File: src/sv/rac_pkg.sv
// shared constants, codes and the cordic angle table for the resolver angle block
package rac_pkg;

    // guard bits below the sample lsb inside the cordic datapath
    localparam int GUARD_BITS = 8;

    // cordic angle accumulator, a full turn is 2^Z_BITS
    localparam int Z_BITS = 32;

    // number of entries in the arctangent table
    localparam int TABLE_LEN = 24;

    // half a turn in accumulator units
    localparam logic [Z_BITS-1:0] HALF_TURN = 32'h8000_0000;

    // reset value of the travel limit before it is cut to the angle width
    localparam logic [15:0] BOUND_RESET_WORD = 16'hFFFF;

    // configuration register index
    localparam int CFG_INDEX_BITS = 2;

    typedef enum logic [CFG_INDEX_BITS-1:0] {
        CFG_SWAP   = 2'd0,
        CFG_OFFSET = 2'd1,
        CFG_BOUND  = 2'd2
    } cfg_reg_t;

    // atan(2^-i) as a fraction of a full turn, rounded
    localparam logic [Z_BITS-1:0] TURN_ATAN [TABLE_LEN] = '{
        32'd536870912, 32'd316933406, 32'd167458907, 32'd85004756,
        32'd42667331,  32'd21354465,  32'd10679838,  32'd5340245,
        32'd2670163,   32'd1335087,   32'd667544,    32'd333772,
        32'd166886,    32'd83443,     32'd41722,     32'd20861,
        32'd10430,     32'd5215,      32'd2608,      32'd1304,
        32'd652,       32'd326,       32'd163,       32'd81
    };

endpackage

File: src/sv/rac_if.sv
// valid/ready channel interfaces for sample sets and angle results

interface rac_sample_if #(
    parameter int SAMPLE_BITS = 12
) ();
    logic                   valid;
    logic                   ready;
    logic [SAMPLE_BITS-1:0] sample_ref;
    logic [SAMPLE_BITS-1:0] sample_sine;
    logic [SAMPLE_BITS-1:0] sample_cosine;

    modport source (output valid, output sample_ref, output sample_sine,
                    output sample_cosine, input ready);
    modport sink (input valid, input sample_ref, input sample_sine,
                  input sample_cosine, output ready);
endinterface

interface rac_result_if #(
    parameter int ANGLE_BITS = 16
) ();
    logic                  valid;
    logic                  ready;
    logic [ANGLE_BITS-1:0] raw_angle;
    logic [ANGLE_BITS-1:0] calibrated_angle;
    logic [ANGLE_BITS-1:0] upper_bound;
    logic                  bound_grew;

    modport source (output valid, output raw_angle, output calibrated_angle,
                    output upper_bound, output bound_grew, input ready);
    modport sink (input valid, input raw_angle, input calibrated_angle,
                  input upper_bound, input bound_grew, output ready);
endinterface

File: src/sv/rac_front.sv
// input stage: reference removal, sine/cosine swap and half-plane pre-rotation
module rac_front #(
    parameter int SAMPLE_BITS = 12,
    parameter int W           = 23
) (
    input  logic                 clk,
    input  logic                 rst_n,
    rac_sample_if.sink           samples,
    input  logic                 swap,
    output logic                 dn_valid,
    input  logic                 dn_ready,
    output logic signed [W-1:0]  x,
    output logic signed [W-1:0]  y,
    output logic [31:0]          z,
    output logic                 zero
);
    import rac_pkg::*;

    logic                       valid_reg;
    logic signed [W-1:0]        x_reg;
    logic signed [W-1:0]        y_reg;
    logic [Z_BITS-1:0]          z_reg;
    logic                       zero_reg;

    logic signed [SAMPLE_BITS:0] sine_diff;
    logic signed [SAMPLE_BITS:0] cosine_diff;
    logic signed [SAMPLE_BITS:0] s_sel;
    logic signed [SAMPLE_BITS:0] c_sel;
    logic signed [W-1:0]         x_scaled;
    logic signed [W-1:0]         y_scaled;
    logic signed [W-1:0]         x_next;
    logic signed [W-1:0]         y_next;
    logic [Z_BITS-1:0]           z_next;
    logic                        zero_next;

    // subtract the reference, optionally trade sine and cosine
    always_comb
    begin
        sine_diff   = $signed({1'b0, samples.sample_sine}) - $signed({1'b0, samples.sample_ref});
        cosine_diff = $signed({1'b0, samples.sample_cosine})
                      - $signed({1'b0, samples.sample_ref});
        s_sel       = swap ? cosine_diff : sine_diff;
        c_sel       = swap ? sine_diff : cosine_diff;
        zero_next   = (s_sel == '0) && (c_sel == '0);
        x_scaled    = W'(c_sel) <<< GUARD_BITS;
        y_scaled    = W'(s_sel) <<< GUARD_BITS;
    end

    // fold the left half plane onto the right one
    always_comb
    begin
        if (x_scaled < 0)
        begin
            x_next = -x_scaled;
            y_next = -y_scaled;
            z_next = HALF_TURN;
        end
        else
        begin
            x_next = x_scaled;
            y_next = y_scaled;
            z_next = '0;
        end
    end

    assign samples.ready = !valid_reg || dn_ready;

    // stage valid
    always_ff @(posedge clk or negedge rst_n)
    begin
        if (!rst_n)
        begin
            valid_reg <= 1'b0;
        end
        else if (samples.ready)
        begin
            valid_reg <= samples.valid;
        end
    end

    // stage payload
    always_ff @(posedge clk)
    begin
        if (samples.ready && samples.valid)
        begin
            x_reg    <= x_next;
            y_reg    <= y_next;
            z_reg    <= z_next;
            zero_reg <= zero_next;
        end
    end

    assign dn_valid = valid_reg;
    assign x        = x_reg;
    assign y        = y_reg;
    assign z        = z_reg;
    assign zero     = zero_reg;

endmodule

File: src/sv/rac_cordic_stage.sv
// one registered vectoring cordic micro-rotation
module rac_cordic_stage #(
    parameter int W    = 23,
    parameter int STEP = 0
) (
    input  logic                clk,
    input  logic                rst_n,
    input  logic                up_valid,
    output logic                up_ready,
    input  logic signed [W-1:0] x_in,
    input  logic signed [W-1:0] y_in,
    input  logic [31:0]         z_in,
    input  logic                zero_in,
    output logic                dn_valid,
    input  logic                dn_ready,
    output logic signed [W-1:0] x_out,
    output logic signed [W-1:0] y_out,
    output logic [31:0]         z_out,
    output logic                zero_out
);
    import rac_pkg::*;

    logic                valid_reg;
    logic signed [W-1:0] x_reg;
    logic signed [W-1:0] y_reg;
    logic [Z_BITS-1:0]   z_reg;
    logic                zero_reg;

    logic signed [W-1:0] dx;
    logic signed [W-1:0] dy;
    logic signed [W-1:0] x_next;
    logic signed [W-1:0] y_next;
    logic [Z_BITS-1:0]   z_next;

    // rotate towards the x axis, direction from the sign of y
    always_comb
    begin
        dx = y_in >>> STEP;
        dy = x_in >>> STEP;
        if (!y_in[W-1])
        begin
            x_next = x_in + dx;
            y_next = y_in - dy;
            z_next = z_in + TURN_ATAN[STEP];
        end
        else
        begin
            x_next = x_in - dx;
            y_next = y_in + dy;
            z_next = z_in - TURN_ATAN[STEP];
        end
    end

    assign up_ready = !valid_reg || dn_ready;

    // stage valid
    always_ff @(posedge clk or negedge rst_n)
    begin
        if (!rst_n)
        begin
            valid_reg <= 1'b0;
        end
        else if (up_ready)
        begin
            valid_reg <= up_valid;
        end
    end

    // stage payload
    always_ff @(posedge clk)
    begin
        if (up_ready && up_valid)
        begin
            x_reg    <= x_next;
            y_reg    <= y_next;
            z_reg    <= z_next;
            zero_reg <= zero_in;
        end
    end

    assign dn_valid = valid_reg;
    assign x_out    = x_reg;
    assign y_out    = y_reg;
    assign z_out    = z_reg;
    assign zero_out = zero_reg;

endmodule

File: src/sv/rac_track.sv
// output stage: angle rounding, offset removal, travel bound tracking
module rac_track #(
    parameter int ANGLE_BITS = 16
) (
    input  logic                  clk,
    input  logic                  rst_n,
    input  logic                  up_valid,
    output logic                  up_ready,
    input  logic [31:0]           z,
    input  logic                  zero,
    input  logic [ANGLE_BITS-1:0] offset,
    input  logic                  bound_load,
    input  logic [ANGLE_BITS-1:0] bound_value,
    rac_result_if.source          results
);
    import rac_pkg::*;

    localparam logic [Z_BITS-1:0]     ROUND_HALF  = Z_BITS'(1) << (Z_BITS - 1 - ANGLE_BITS);
    localparam logic [ANGLE_BITS-1:0] BOUND_RESET = ANGLE_BITS'(BOUND_RESET_WORD);

    logic                  out_valid_reg;
    logic [ANGLE_BITS-1:0] raw_reg;
    logic [ANGLE_BITS-1:0] cal_reg;
    logic [ANGLE_BITS-1:0] bound_reg;
    logic                  grew_reg;
    logic [ANGLE_BITS-1:0] tracked_reg;
    logic [ANGLE_BITS-1:0] tracked_next;

    logic [Z_BITS-1:0]     z_rounded;
    logic [ANGLE_BITS-1:0] raw_next;
    logic [ANGLE_BITS-1:0] cal_next;
    logic                  grew_next;
    logic                  take;

    // round the turn fraction to the angle width, then remove the offset
    always_comb
    begin
        z_rounded = z + ROUND_HALF;
        raw_next  = zero ? '0 : z_rounded[Z_BITS-1 -: ANGLE_BITS];
        cal_next  = raw_next - offset;
        grew_next = cal_next > tracked_reg;
    end

    assign up_ready = !out_valid_reg || results.ready;
    assign take     = up_ready && up_valid;

    // bound follows the largest calibrated angle, reloaded by configuration
    always_comb
    begin
        tracked_next = tracked_reg;
        if (bound_load)
        begin
            tracked_next = bound_value;
        end
        else if (take && grew_next)
        begin
            tracked_next = cal_next;
        end
    end

    // control state
    always_ff @(posedge clk or negedge rst_n)
    begin
        if (!rst_n)
        begin
            out_valid_reg <= 1'b0;
            tracked_reg   <= BOUND_RESET;
        end
        else
        begin
            tracked_reg <= tracked_next;
            if (up_ready)
            begin
                out_valid_reg <= up_valid;
            end
        end
    end

    // result word
    always_ff @(posedge clk)
    begin
        if (take)
        begin
            raw_reg   <= raw_next;
            cal_reg   <= cal_next;
            bound_reg <= grew_next ? cal_next : tracked_reg;
            grew_reg  <= grew_next;
        end
    end

    assign results.valid            = out_valid_reg;
    assign results.raw_angle        = raw_reg;
    assign results.calibrated_angle = cal_reg;
    assign results.upper_bound      = bound_reg;
    assign results.bound_grew       = grew_reg;

    // bound only moves down through a configuration load
    a_bound_monotonic: assert property (@(posedge clk) disable iff (!rst_n)
        !bound_load |=> tracked_reg >= $past(tracked_reg))
        else $error("tracked bound fell without a load");

    // a word that reports growth carries its own angle as the bound
    a_grew_matches: assert property (@(posedge clk) disable iff (!rst_n)
        (out_valid_reg && grew_reg) |-> (bound_reg == cal_reg))
        else $error("grown bound differs from calibrated angle");

    // reported bound never sits below the reported angle
    a_bound_covers: assert property (@(posedge clk) disable iff (!rst_n)
        out_valid_reg |-> (bound_reg >= cal_reg))
        else $error("reported bound below calibrated angle");

endmodule

File: src/sv/resolver_angle_calibrated_core.sv
// resolver angle block: reference removal, cordic atan2, offset and travel bound
//
// samples: one word per sine/cosine sensor reading (reference, sine, cosine
// adc samples), taken when valid and ready are both high.
// results: one word per sample set with the raw angle, the calibrated
// angle, the tracked upper bound and a flag telling that this word raised it.
// cfg_we/cfg_index/cfg_data write the swap bit, the zero offset and the
// initial upper bound; writing the bound also reloads the tracked bound.
// Write configuration only while no words are in flight.
// The word enters the input stage at the accepting edge, then passes one
// register per cordic micro-rotation and the output stage. Throughput is
// one word per cycle while the result receiver keeps taking words, with up
// to CORDIC_STEPS + 2 words held inside. Reset empties the pipeline, clears
// swap and offset and sets the tracked bound to all ones. When the result
// receiver stalls, words back up stage by stage and the sample channel
// drops ready once every stage is full.
module resolver_angle_calibrated_core #(
    parameter int SAMPLE_BITS  = 12,
    parameter int ANGLE_BITS   = 16,
    parameter int CORDIC_STEPS = 16
) (
    input  logic                           clk,
    input  logic                           rst_n,
    rac_sample_if.sink                     samples,
    rac_result_if.source                   results,
    input  logic                           cfg_we,
    input  logic [rac_pkg::CFG_INDEX_BITS-1:0] cfg_index,
    input  logic [ANGLE_BITS-1:0]          cfg_data
);
    import rac_pkg::*;

    // datapath width: sample, sign, guard bits and cordic growth
    localparam int W = SAMPLE_BITS + GUARD_BITS + 3;

    logic                  swap_reg;
    logic [ANGLE_BITS-1:0] offset_reg;
    logic                  bound_load;

    logic                valid_pipe [CORDIC_STEPS+1];
    logic                ready_pipe [CORDIC_STEPS+1];
    logic signed [W-1:0] x_pipe     [CORDIC_STEPS+1];
    logic signed [W-1:0] y_pipe     [CORDIC_STEPS+1];
    logic [Z_BITS-1:0]   z_pipe     [CORDIC_STEPS+1];
    logic                zero_pipe  [CORDIC_STEPS+1];

    // configuration decode
    always_comb
    begin
        bound_load = 1'b0;
        unique case (cfg_reg_t'(cfg_index))
            CFG_BOUND: bound_load = cfg_we;
            default:   bound_load = 1'b0;
        endcase
    end

    // configuration registers
    always_ff @(posedge clk or negedge rst_n)
    begin
        if (!rst_n)
        begin
            swap_reg   <= 1'b0;
            offset_reg <= '0;
        end
        else if (cfg_we)
        begin
            unique case (cfg_reg_t'(cfg_index))
                CFG_SWAP:   swap_reg   <= cfg_data[0];
                CFG_OFFSET: offset_reg <= cfg_data;
                default:    ;
            endcase
        end
    end

    // input stage
    rac_front #(
        .SAMPLE_BITS (SAMPLE_BITS),
        .W           (W)
    ) u_front (
        .clk      (clk),
        .rst_n    (rst_n),
        .samples  (samples),
        .swap     (swap_reg),
        .dn_valid (valid_pipe[0]),
        .dn_ready (ready_pipe[0]),
        .x        (x_pipe[0]),
        .y        (y_pipe[0]),
        .z        (z_pipe[0]),
        .zero     (zero_pipe[0])
    );

    // cordic micro-rotations, one register each
    for (genvar i = 0; i < CORDIC_STEPS; i++)
    begin : g_step
        rac_cordic_stage #(
            .W    (W),
            .STEP (i)
        ) u_stage (
            .clk      (clk),
            .rst_n    (rst_n),
            .up_valid (valid_pipe[i]),
            .up_ready (ready_pipe[i]),
            .x_in     (x_pipe[i]),
            .y_in     (y_pipe[i]),
            .z_in     (z_pipe[i]),
            .zero_in  (zero_pipe[i]),
            .dn_valid (valid_pipe[i+1]),
            .dn_ready (ready_pipe[i+1]),
            .x_out    (x_pipe[i+1]),
            .y_out    (y_pipe[i+1]),
            .z_out    (z_pipe[i+1]),
            .zero_out (zero_pipe[i+1])
        );
    end

    // output stage
    rac_track #(
        .ANGLE_BITS (ANGLE_BITS)
    ) u_track (
        .clk         (clk),
        .rst_n       (rst_n),
        .up_valid    (valid_pipe[CORDIC_STEPS]),
        .up_ready    (ready_pipe[CORDIC_STEPS]),
        .z           (z_pipe[CORDIC_STEPS]),
        .zero        (zero_pipe[CORDIC_STEPS]),
        .offset      (offset_reg),
        .bound_load  (bound_load),
        .bound_value (cfg_data),
        .results     (results)
    );

endmodule

File: src/flat_wrapper.sv
// flat-port wrapper written by rule: the top's interface ports become plain ports
module resolver_angle_calibrated_core_flat import rac_pkg::*;
#(
    parameter int SAMPLE_BITS  = 12,
    parameter int ANGLE_BITS   = 16,
    parameter int CORDIC_STEPS = 16
)
  (clk, rst_n, cfg_we, cfg_index, cfg_data, samples_valid, samples_sample_ref, samples_sample_sine, samples_sample_cosine, samples_ready, results_valid, results_raw_angle, results_calibrated_angle, results_upper_bound, results_bound_grew, results_ready);
  rac_sample_if #(.SAMPLE_BITS(SAMPLE_BITS)) samples_i ();
  rac_result_if #(.ANGLE_BITS(ANGLE_BITS)) results_i ();
  input  logic clk;
  input  logic rst_n;
  input  logic cfg_we;
  input  logic [rac_pkg::CFG_INDEX_BITS-1:0] cfg_index;
  input  logic [ANGLE_BITS-1:0] cfg_data;
  input wire logic [$bits(samples_i.valid)-1:0] samples_valid;
  input wire logic [$bits(samples_i.sample_ref)-1:0] samples_sample_ref;
  input wire logic [$bits(samples_i.sample_sine)-1:0] samples_sample_sine;
  input wire logic [$bits(samples_i.sample_cosine)-1:0] samples_sample_cosine;
  output wire logic [$bits(samples_i.ready)-1:0] samples_ready;
  output wire logic [$bits(results_i.valid)-1:0] results_valid;
  output wire logic [$bits(results_i.raw_angle)-1:0] results_raw_angle;
  output wire logic [$bits(results_i.calibrated_angle)-1:0] results_calibrated_angle;
  output wire logic [$bits(results_i.upper_bound)-1:0] results_upper_bound;
  output wire logic [$bits(results_i.bound_grew)-1:0] results_bound_grew;
  input wire logic [$bits(results_i.ready)-1:0] results_ready;
  assign samples_i.valid = samples_valid;
  assign samples_i.sample_ref = samples_sample_ref;
  assign samples_i.sample_sine = samples_sample_sine;
  assign samples_i.sample_cosine = samples_sample_cosine;
  assign samples_ready = samples_i.ready;
  assign results_valid = results_i.valid;
  assign results_raw_angle = results_i.raw_angle;
  assign results_calibrated_angle = results_i.calibrated_angle;
  assign results_upper_bound = results_i.upper_bound;
  assign results_bound_grew = results_i.bound_grew;
  assign results_i.ready = results_ready;
  resolver_angle_calibrated_core #(.SAMPLE_BITS(SAMPLE_BITS), .ANGLE_BITS(ANGLE_BITS), .CORDIC_STEPS(CORDIC_STEPS)) u_core (.clk(clk), .rst_n(rst_n), .samples(samples_i), .results(results_i), .cfg_we(cfg_we), .cfg_index(cfg_index), .cfg_data(cfg_data));
endmodule
File: config.mk
export PLATFORM = sky130hd
export DESIGN_NAME = resolver_angle_calibrated_core_flat
export DESIGN_NICKNAME = d
export VERILOG_FILES = /design/src/sv/rac_pkg.sv /design/src/sv/rac_if.sv /design/src/sv/rac_front.sv /design/src/sv/rac_cordic_stage.sv /design/src/sv/rac_track.sv /design/src/sv/resolver_angle_calibrated_core.sv /design/src/flat_wrapper.sv
export SDC_FILE = /design/constraint.sdc
export NUM_CORES = 2
export LEC_CHECK = 0
export BUFFER_PORTS_ARGS = -buffer_cell sky130_fd_sc_hd__buf_2
export CAP_MARGIN = 20
export CELL_PAD_IN_SITES_DETAIL_PLACEMENT = 2
export CELL_PAD_IN_SITES_GLOBAL_PLACEMENT = 2
export CORE_MARGIN = 2
export CORE_UTILIZATION = 45
export CTS_CLUSTER_SIZE = 16
export DETAILED_ROUTE_END_ITERATION = 10
export HOLD_SLACK_MARGIN = 0.15
export PLACE_DENSITY_LB_ADDON = 0.2
export SLEW_MARGIN = 20
export SYNTH_ARGS = -nofsm -noshare
export SYNTH_HDL_FRONTEND = slang
export SYNTH_HIERARCHICAL = 1
export SYNTH_SLANG_ARGS = --single-unit
File: constraint.sdc
create_clock -name clk -period 14.6 [get_ports clk]
set_clock_uncertainty 0.05 [all_clocks]
set_input_delay 2.92 -clock clk [delete_from_list [all_inputs] [get_ports clk]]
set_output_delay 2.92 -clock clk [all_outputs]
set_load 0.005 [all_outputs]
Word level (Yosys, flattened, before mapping). Index checks and enable logic that the tools add are counted.

$add $sub $neg: 95. $lt $le $gt $ge: 2. Equal/unequal tests: 2. Multiplexer cells: 55. Reductions and logical operators: 62.

Operators by type and width (number): 23-bit two-way mux (31); 32-bit two-way mux (17); 32-bit by 16-bit adder with 32-bit output, second input constant (2); 16-bit two-way mux (4); 23-bit by 10-bit adder with 23-bit output (2); 23-bit by 11-bit adder with 23-bit output (2); 23-bit by 12-bit adder with 23-bit output (2); 23-bit by 13-bit adder with 23-bit output (2); 23-bit by 14-bit adder with 23-bit output (2); 23-bit by 15-bit adder with 23-bit output (2); 23-bit by 16-bit adder with 23-bit output (2); 23-bit by 17-bit adder with 23-bit output (2); 23-bit by 18-bit adder with 23-bit output (2); 23-bit by 19-bit adder with 23-bit output (2); 23-bit by 20-bit adder with 23-bit output (2); 23-bit by 21-bit adder with 23-bit output (2); 23-bit by 22-bit adder with 23-bit output (2); 21-bit negator with 23-bit output (2); 23-bit by 10-bit subtractor with 23-bit output (2); 23-bit by 11-bit subtractor with 23-bit output (2); 23-bit by 12-bit subtractor with 23-bit output (2); 23-bit by 13-bit subtractor with 23-bit output (2); 23-bit by 14-bit subtractor with 23-bit output (2); 23-bit by 15-bit subtractor with 23-bit output (2); other kinds (57) (122).

Flip-flop bits (word level): 1374. Input bits: 59. Output and inout bits: 51.

Depth between registers and ports, before layout.
Depth after elaboration: 20. Mapped depth: 25. Depth with buffers taken out: 21.

By module. The synthesis kept the hierarchy.

By module, submodules not included: rac_cordic_stage at u_core.g_step[2].u_stage (times used 1, cells an instance 756, area each 7303.3 µm², sequential area each 2397.3 µm²); rac_cordic_stage at u_core.g_step[8].u_stage (times used 1, cells an instance 774, area each 7194.4 µm², sequential area each 2397.3 µm²); rac_cordic_stage at u_core.g_step[4].u_stage (times used 1, cells an instance 755, area each 7133.1 µm², sequential area each 2397.3 µm²); rac_cordic_stage at u_core.g_step[1].u_stage (times used 1, cells an instance 737, area each 7098.1 µm², sequential area each 2397.3 µm²); rac_cordic_stage at u_core.g_step[5].u_stage (times used 1, cells an instance 732, area each 7069.3 µm², sequential area each 2397.3 µm²); rac_cordic_stage at u_core.g_step[6].u_stage (times used 1, cells an instance 733, area each 7035.5 µm², sequential area each 2397.3 µm²); rac_cordic_stage at u_core.g_step[7].u_stage (times used 1, cells an instance 721, area each 6931.6 µm², sequential area each 2397.3 µm²); rac_cordic_stage at u_core.g_step[11].u_stage (times used 1, cells an instance 711, area each 6874.1 µm², sequential area each 2397.3 µm²); rac_cordic_stage at u_core.g_step[10].u_stage (times used 1, cells an instance 721, area each 6870.3 µm², sequential area each 2397.3 µm²); rac_cordic_stage at u_core.g_step[9].u_stage (times used 1, cells an instance 713, area each 6870.3 µm², sequential area each 2397.3 µm²); rac_cordic_stage at u_core.g_step[13].u_stage (times used 1, cells an instance 694, area each 6856.6 µm², sequential area each 2397.3 µm²); rac_cordic_stage at u_core.g_step[12].u_stage (times used 1, cells an instance 731, area each 6855.3 µm², sequential area each 2397.3 µm²); rac_cordic_stage at u_core.g_step[14].u_stage (times used 1, cells an instance 695, area each 6830.3 µm², sequential area each 2397.3 µm²); rac_cordic_stage at u_core.g_step[3].u_stage (times used 1, cells an instance 710, area each 6820.3 µm², sequential area each 2397.3 µm²); +5 rows.

Least setup slack after synthesis. OpenSTA, ideal clock, no wires.

Path type: input to output. Start: in results_ready. End: out samples_ready. Arrival: 5.707 ns. Data required time: 11.630 ns. Setup slack: 5.923 ns. Stages on the path: 18. Path buffers: 0. Cells stage by stage: nand2b_1 nand2b_1 nand2b_1 nand2b_1 nand2b_1 nand2b_1 nand2b_1 nand2b_1 nand2b_1 nand2b_1 nand2b_1 nand2b_1 nand2b_1 nand2b_1 nand2b_1 nand2b_1 nand2b_1 nand2b_1.

RTL lines: start, declared (RTL line flat_wrapper.sv:26) `input wire logic [$bits(results_i.ready)-1:0] results_ready;`; end, declared (RTL line flat_wrapper.sv:20) `output wire logic [$bits(samples_i.ready)-1:0] samples_ready;`.

==> out/qor.yml <==
grt:
  grt_overflow: 0
  grt_pass1_vias: 103000
  grt_usage_pct: 29.5
  grt_max_degree: 80
  antenna_found_initial: 8
  grt_pass1_wl_um: 598000
placement:
  port_buffers: 109
  place_hpwl_um: 290000
  gp_congestion: 0.868
die:
  start_util_pct: 45.1
  rows: 182
  die_y_um: 500
  coreArea_mm2: 0.245
  die_area_mm2: 0.250
  pin_count: 110
  dieWidth_um: 500
worst_setup_path:
  startpoint_type: "primary input"
  crit_top_cell: "nand2b_1"
  cp_top_family: "simple AND/OR/NAND/NOR gates"
  cpPeakStageDelay_ns: 0.35
  crit_type: "in -> out"
  cp.required_ns: 11.63
  end_kind: "output port"
  worstPathCellList: "buf_2 > nand2b_1 > nand2b_1 > nand2b_1 > nand2b_1 > nand2b_1 > nand2b_1 > nand2b_1 > nand2b_1 > nand2b_1 > nand2b_1 > nand2b_1 > nand2b_1 > nand2b_1 > nand2b_1 > nand2b_1 > nand2b_1 > nand2b_1 > nand2b_1 > buf_2"
  cp_max_fo: 3
  critical_path_buf_inv_count: 2
  cp_data_arrival_time_ns: 7.54
  cp_slowest_cell: "nand2b_1"
cts:
  cts_root_buf: "clkbuf_16"
  cts.repair.resized: 0
  tritoncts: "done"
  numCtsBuffers: 161
  cts_hold_buf: 0
  htree_levels: 4
  clock_path_buffers: 3
  clkTransAtPathRegs_ns: 0.06
  post_cts_buffers: 0
  cts_sinks: 1275
  clk_latency_ns: 0.83
final_layout:
  drive_gt1_share_pct: 6.38
  area_growth_pct: 8.26
  largest_reg_flops: 497
  layout.nets: 13000
  finish.utilization_pct: 48.9
  final_cell_mix: "1299 x ha_1, 1224 x edfxtp_1, 1151 x a21oi_1"
  layout_commonest_cell: "ha_1"
  fillCellCount: 25700
outcome:
  outcome: "complete, no violations"
routing:
  drc: 0
  drt.antenna.violating_nets: 0
  routedWlPerCell_um: 25.4
  drtIter0Drc: 5136
  wl_um: 380000
  vias: 92600
  firstDrtPassIters: 6
  vias_per_cell: 6.18
timing:
  finalHoldViolCount: 0
  whs_ns: 0.367
  max_slew_margin_pct: 25.5
  max_freq_mhz: 95.1
  setup_violations: 0
  rsz0062_at_grt: "false"
  slew_violations: 0
  period_minus_slack_ns: 10.51
  worst_slew_pin_slew_ns: 1.12
  fin_tns_setup_ns: 0
  fin_crit_sh_pct: 72.0
synth:
  syn_area_per_cell_um2: 9.56
  synth_area_mm2: 0.111
  yosys_warnings: 6
  syn_inst: 11600
worst_hold_path:
  min_path_type: "reg -> reg"
flow_run:
  drv_cap: 0
[path summary, 6_finish.rpt]
path | startpoint | end | slack (ns) | depth (start not counted)
min | u_core/g_step[1].u_stage/zero_out$_DFFE_PP_ | u_core/g_step[2].u_stage/zero_out$_DFFE_PP_ | 0.37 | 0
max in group asynchronous | rst_n | u_core/u_front/dn_valid$_DFFE_PN0N_ | 11.62 | 2
max reg2reg | u_core/g_step[15].u_stage/z_out[15]$_DFFE_PP_ | u_core/u_track/tracked_reg[12]$_DFFE_PN1P_ | 7.85 | 19
min reg2reg | u_core/g_step[1].u_stage/zero_out$_DFFE_PP_ | u_core/g_step[2].u_stage/zero_out$_DFFE_PP_ | 0.37 | 0
min in group asynchronous | rst_n | u_core/offset_reg[15]$_DFFE_PN0P_ | 2.23 | 2
max | results_ready | samples_ready | 4.09 | 20
[worst reg2reg max path, stage by stage, from the launching register on]
cell and delay (ns):
edfxtp_1 0.38, ha_1 0.23, nand3_2 0.13, or2_1 0.38, or3_2 0.49, a21oi_1 0.29
ha_1 0.38, a21oi_1 0.27, o21ai_0 0.17, nand2_1 0.14, nand2_1 0.06, a311oi_1 0.78
ha_1 0.41, and3_1 0.19, a221oi_1 0.38, o221ai_1 0.22, o31a_2 0.59, and2_1 0.55
o31ai_1 0.44, a31o_2 0.17
[per-layer routing]
layer | track usage [%] | up-vias | share of wire [%]
met5 | 0 | - | 0.011
met4 | 9.56 | 8 | 3.3
met3 | 2.77 | 683 | 2.9
met2 | 54.7 | 1547 | 52
met1 | 35.6 | 47200 | 42
li1 | - | 43100 | -
[per-stage QoR]
stage | setup WS, ns | instances | cell area [um2]
2_1_floorplan | 5.92 | 11600 | 111000
3_3_place_gp | 4.63 | 14700 | 114000
3_5_place_dp | 4.53 | 14700 | 114000
4_1_cts | 4.31 | 15000 | 120000
5_1_grt | 3.98 | 15000 | 120000
6_report | 4.09 | 15000 | 120000
[area by class of cell]
class / count / area [um2] / share of cell area, %
well taps: 3220 / 4030 / 3.36
clock inverters: 87 / 966 / 0.806
multi-input cells: 9493 / 69400 / 57.9
diodes: 2 / 5.00 / 0.00418
flip-flops and latches: 1275 / 38100 / 31.8
repair buffers: 160 / 1050 / 0.879
clock buffers: 211 / 4390 / 3.67
inverters: 525 / 1970 / 1.64
Power is left out: the tool's default activity adds up to more than one toggle a clock period on the data nets, which glitch-free logic cannot reach.
